$ cat src/hw/rtl/tfn_pkg.sv
`timescale 1ns / 1ps
// ----------------------------------------------------------------------------
// tfn_pkg
// Shared defaults for the triangle face normal core.
// ----------------------------------------------------------------------------
package tfn_pkg;

    localparam int TFN_COORD_WIDTH = 24;
    localparam int TFN_UNIT_WIDTH  = 16;

endpackage

$ cat src/hw/rtl/tfn_root_step.sv
`timescale 1ns / 1ps
// ----------------------------------------------------------------------------
// tfn_root_step
// One bit of the scaled square root for all three normal components.
// Keeps remainder r = 2^(2U) n^2 - m^2 L and d = m L, and tries bit J of m.
// ----------------------------------------------------------------------------
module tfn_root_step
    import tfn_pkg::*;
#(
    parameter int COORD_WIDTH = TFN_COORD_WIDTH,
    parameter int UNIT_WIDTH  = TFN_UNIT_WIDTH,
    parameter int J           = 0
) (
    input  logic                                              i_clk,
    input  logic                                              i_en,
    input  logic [4*COORD_WIDTH+3:0]                          i_len,
    input  logic [2:0]                                        i_neg,
    input  logic [2:0][4*COORD_WIDTH+2*UNIT_WIDTH+4:0]        i_rem,
    input  logic [2:0][4*COORD_WIDTH+UNIT_WIDTH+3:0]          i_dm,
    input  logic [2:0][UNIT_WIDTH-1:0]                        i_m,
    output logic [4*COORD_WIDTH+3:0]                          o_len,
    output logic [2:0]                                        o_neg,
    output logic [2:0][4*COORD_WIDTH+2*UNIT_WIDTH+4:0]        o_rem,
    output logic [2:0][4*COORD_WIDTH+UNIT_WIDTH+3:0]          o_dm,
    output logic [2:0][UNIT_WIDTH-1:0]                        o_m
);

    localparam int LW = 4*COORD_WIDTH + 4;
    localparam int RW = 4*COORD_WIDTH + 2*UNIT_WIDTH + 5;
    localparam int DW = LW + UNIT_WIDTH;

    logic [LW-1:0]          r_len;
    logic [2:0]             r_neg;
    logic [2:0][RW-1:0]     r_rem, n_rem;
    logic [2:0][DW-1:0]     r_dm, n_dm;
    logic [2:0][UNIT_WIDTH-1:0] r_m, n_m;
    logic [2:0][RW-1:0]     w_trial;

    always_comb begin
        for (int c = 0; c < 3; c++) begin
            w_trial[c] = (RW'(i_dm[c]) << (J+1)) + (RW'(i_len) << (2*J));
            if (w_trial[c] <= i_rem[c]) begin
                n_rem[c] = i_rem[c] - w_trial[c];
                n_dm[c]  = i_dm[c] + (DW'(i_len) << J);
                n_m[c]   = i_m[c] | (UNIT_WIDTH'(1) << J);
            end else begin
                n_rem[c] = i_rem[c];
                n_dm[c]  = i_dm[c];
                n_m[c]   = i_m[c];
            end
        end
    end

    always_ff @(posedge i_clk) begin
        if (i_en) begin
            r_len <= i_len;
            r_neg <= i_neg;
            r_rem <= n_rem;
            r_dm  <= n_dm;
            r_m   <= n_m;
        end
    end

    assign o_len = r_len;
    assign o_neg = r_neg;
    assign o_rem = r_rem;
    assign o_dm  = r_dm;
    assign o_m   = r_m;

endmodule

$ cat config.mk
export PLATFORM = sky130hd
export DESIGN_NAME = tfn_root_step
export DESIGN_NICKNAME = d
export VERILOG_FILES = /design/src/hw/rtl/tfn_pkg.sv /design/src/hw/rtl/tfn_root_step.sv
export SDC_FILE = /design/constraint.sdc
export NUM_CORES = 2
export LEC_CHECK = 0
export BUFFER_PORTS_ARGS = -buffer_cell sky130_fd_sc_hd__buf_2
export CORE_AREA = 10 10 695 697
export DETAILED_ROUTE_END_ITERATION = 10
export DIE_AREA = 0 0 705 707
export PLACE_DENSITY_LB_ADDON = 0.08
export SETUP_SLACK_MARGIN = 0.3
export SLEW_MARGIN = 10
export SYNTH_ARGS = -nofsm -noshare
export SYNTH_HDL_FRONTEND = slang
export SYNTH_SLANG_ARGS = --single-unit
export TNS_END_PERCENT = 10
$ cat constraint.sdc
create_clock -name i_clk -period 16.4 [get_ports i_clk]
set_input_delay 0.82 -clock i_clk [delete_from_list [all_inputs] [get_ports i_clk]]
set_output_delay 0.82 -clock i_clk [all_outputs]
set_load 0.03 [all_outputs]
==> impl_metrics.toml <==
[clock_tree]
cts-root-buf = "clkbuf_16"
cts_htree_levels = 4
numCtsBuffers = 140
cts_tree = "yes"
postCtsSetupRepairBufs = 0
cts_max_path_buffers = 4
clkSlewWorstSetupHoldPaths_ns = 0.06
cts_sinks = 898

[worst_setup_path]
cp-end-kind = "flop"
worstSetupStartpointType = "input pin"
cp_slowest_cell = "o41ai_1"
path_class = "in -> reg"
crit_arrival_ns = 10.85
critPathMaxFanout = 75
max_stage_delay_ns = 0.95
worstPathRequired_ns = 16.99

[die]
die_w_um = 705
die_h_um = 707
dieArea_um2 = 498000
coreArea_um2 = 469000
rows = 252
ios = 1798
initial_core_util_pct = 20.8

[yosys]
synth_top_area_cell = "edfxtp_1"
async_flop_share_pct = 0
ys.flop_type = "edfxtp_1"
yosysWarningCount = 0
synth-edff-count = 898
ys_ff_latch = 898
synth.avg_cell_area_um2 = 8.00
synth_cells = 12200
ys_top_cells_by_count = "a21oi_1, nand2_1, nor2_1"
netlist.area_leader.share_pct = 27.6
yosysMostFrequentCell = "a21oi_1"
yosysSeqAreaShare_pct = 27.6
synth_cell_type_count = 103
syn-cell-area_um2 = 97600
synth.area.top_cells = "edfxtp_1, ha_1, a21oi_1, xnor2_1, o21ai_0"
syn_nets = 14100

[timing]
relSlewSlack_pct = 12.5
setup_violations = 0
rsz0062_at_grt = "no"
hold_violations = 0
worst_pin_slew_ns = 1.28
period_needed_ns = 10.26
holdWs_ns = 0.123
final.setup.tns_ns = 0
max_freq_mhz = 97.5
fin_crit_sh_pct = 62.6
finalMaxSlewViolations = 0
fin_ws_ns = 6.14

[global_routing]
overflow = 0
grtUsageTotal_pct = 25.4
grt_pass1_vias = 102000
antenna_found_initial = 218
grt_pass1_wl_um = 893000
grt_start_max_net_pins = 209

[layout]
nets = 15500
stdcell_count = 20000
drive_gt1_share_pct = 16.8
syn_to_final_growth_pct = 20.5

[routing]
wl_per_cell_um = 33.6
num_vias = 103000
postRouteAntennaNets = 0
drtIter0Drc = 8903
drc = 0
wirelength_um = 672000
avgViaCountPerCell = 5.17
firstDrtPassIters = 6

[placement]
place_inst = 19700
io_buffers = 1797
routabilityCongestion = 0.935
hpwl_um = 579000
place_ws_ns = 5.36

[power]
power_frac_comb_pct = 52.2
pwr-share-clk_pct = 22.4
p_seq_share_pct = 25.4
p_leak_nw = 48.2
sw_frac_of_total_pct = 48.6
p_sw_w = 0.00680
p_per_area_nw_per_um2 = 119
irDropWorstVdd_mv = 0.0726
internal_power_w = 0.00720
total_power_w = 0.0140

[status]
status = "finished clean"

[hold_path]
min_to = "o_m[26]$_DFFE_PP_"
min_from = "i_m[26]"
hold_class = "in -> reg"
hold_depth = 1

[job]
cap_violations = 0
worst max-delay path, delay by kind of cell:
kind	cells	cell delay, ns
adder cells (fa/ha/maj)	3	1.12
AO/OA/AOI/OAI	12	4.87
AND/OR/NAND/NOR	10	2.28
XOR/XNOR	2	0.26
buffers and inverters	4	1.44
placed cells by master (no fill, tap or decap), types with 30 or more instances in the layout:
cell type / n
a211oi_1: 70
a21boi_0: 66
a21o_1: 634
a21oi_1: 1643
a221oi_1: 39
a31oi_1: 110
and2_1: 60
and3_1: 84
and4_1: 31
buf_2: 1796
buf_4: 154
clkbuf_16: 142
diode_2: 72
edfxtp_1: 898
ha_1: 951
inv_1: 337
nand2_1: 1257
nand2b_1: 81
nand3_1: 202
nand4_1: 460
nor2_1: 1082
nor2b_1: 91
nor3_1: 206
nor4_1: 74
o2111ai_1: 30
o211ai_1: 60
o21a_1: 121
o21ai_0: 975
o21bai_1: 255
o221ai_1: 30
o31a_1: 35
o31ai_1: 75
or2_2: 53
or3_1: 55
or4_1: 31
xnor2_1: 609
xor2_1: 426
layout make-up:
type                    instances  area [um2]
multi-input cells           10300       66600
diodes                         72         180
fillers                     52600      352000
clock buffers                 164        3640
clock inverters                81         870
flip-flops and latches        898       27000
inverters                     337        1260
well taps                    6223        7790
repair buffers               1957       10300
through the flow:
step / util, % / instance area, um2
3_3_place_gp: 24.1 / 113000
2_1_floorplan: - / 97600
4_1_cts: 25.0 / 117000
3_5_place_dp: 24.1 / 113000
6_report: 25.1 / 118000
5_1_grt: 25.0 / 117000
repair_timing:
| item | in CTS | in global routing |
|---|---|---|
| gates resized for setup | 0 | 0 |
| hold buffers | 2 | 0 |
| endpoints found under the hold margin | 2 | 0 |
state kept, by name, summed over array words and instances (netlist names):
name / count
o_rem: 399
o_neg: 3
o_len: 100
o_dm: 348
o_m: 48
power groups by stage:
stage                     Clock [W]  Sequential (W)  Combinational (W)
after floorplan                   0         0.00437            0.00346
after global placement            0         0.00361            0.00736
after detailed placement          0         0.00360            0.00729
after CTS                   0.00326         0.00357            0.00733
after global routing        0.00332         0.00358            0.00779
final                       0.00314         0.00355            0.00731
kinds of logic after synthesis:
logic type | after synthesis | share of synthesized area (%)
AO/OA/AOI/OAI | 4421 | 27.8
XOR/XNOR | 1035 | 9.29
AND/OR/NAND/NOR | 3853 | 18.5
adder cells (fa/ha/maj) | 960 | 12.4
buffers and inverters | 1003 | 4.12
flip-flops | 898 | 27.6
multiplexers | 20 | 0.224
per-layer routing:
| metal | share of wire [%] | track usage, % | up-vias |
|---|---|---|---|
| met5 | 0.087 | 0 | - |
| met4 | 6.0 | 12.9 | 88 |
| met3 | 5.1 | 3.97 | 836 |
| met2 | 48 | 43.6 | 3446 |
| met1 | 41 | 30.8 | 50800 |
| li1 | - | - | 48300 |
worst max-delay path by stage:
stage / to / from / cells after the start
3_3_place_gp: o_rem[284]$_DFFE_PP_ / i_len[2] / 29
6_report: o_dm[108]$_DFFE_PP_ / i_len[1] / 31
3_5_place_dp: o_dm[108]$_DFFE_PP_ / i_len[1] / 31
5_1_grt: o_dm[102]$_DFFE_PP_ / i_len[1] / 31
4_1_cts: o_dm[108]$_DFFE_PP_ / i_len[1] / 31
2_1_floorplan: o_rem[255]$_DFFE_PP_ / i_len[18] / 25
Note: power is estimated with default switching activity, not from simulation.
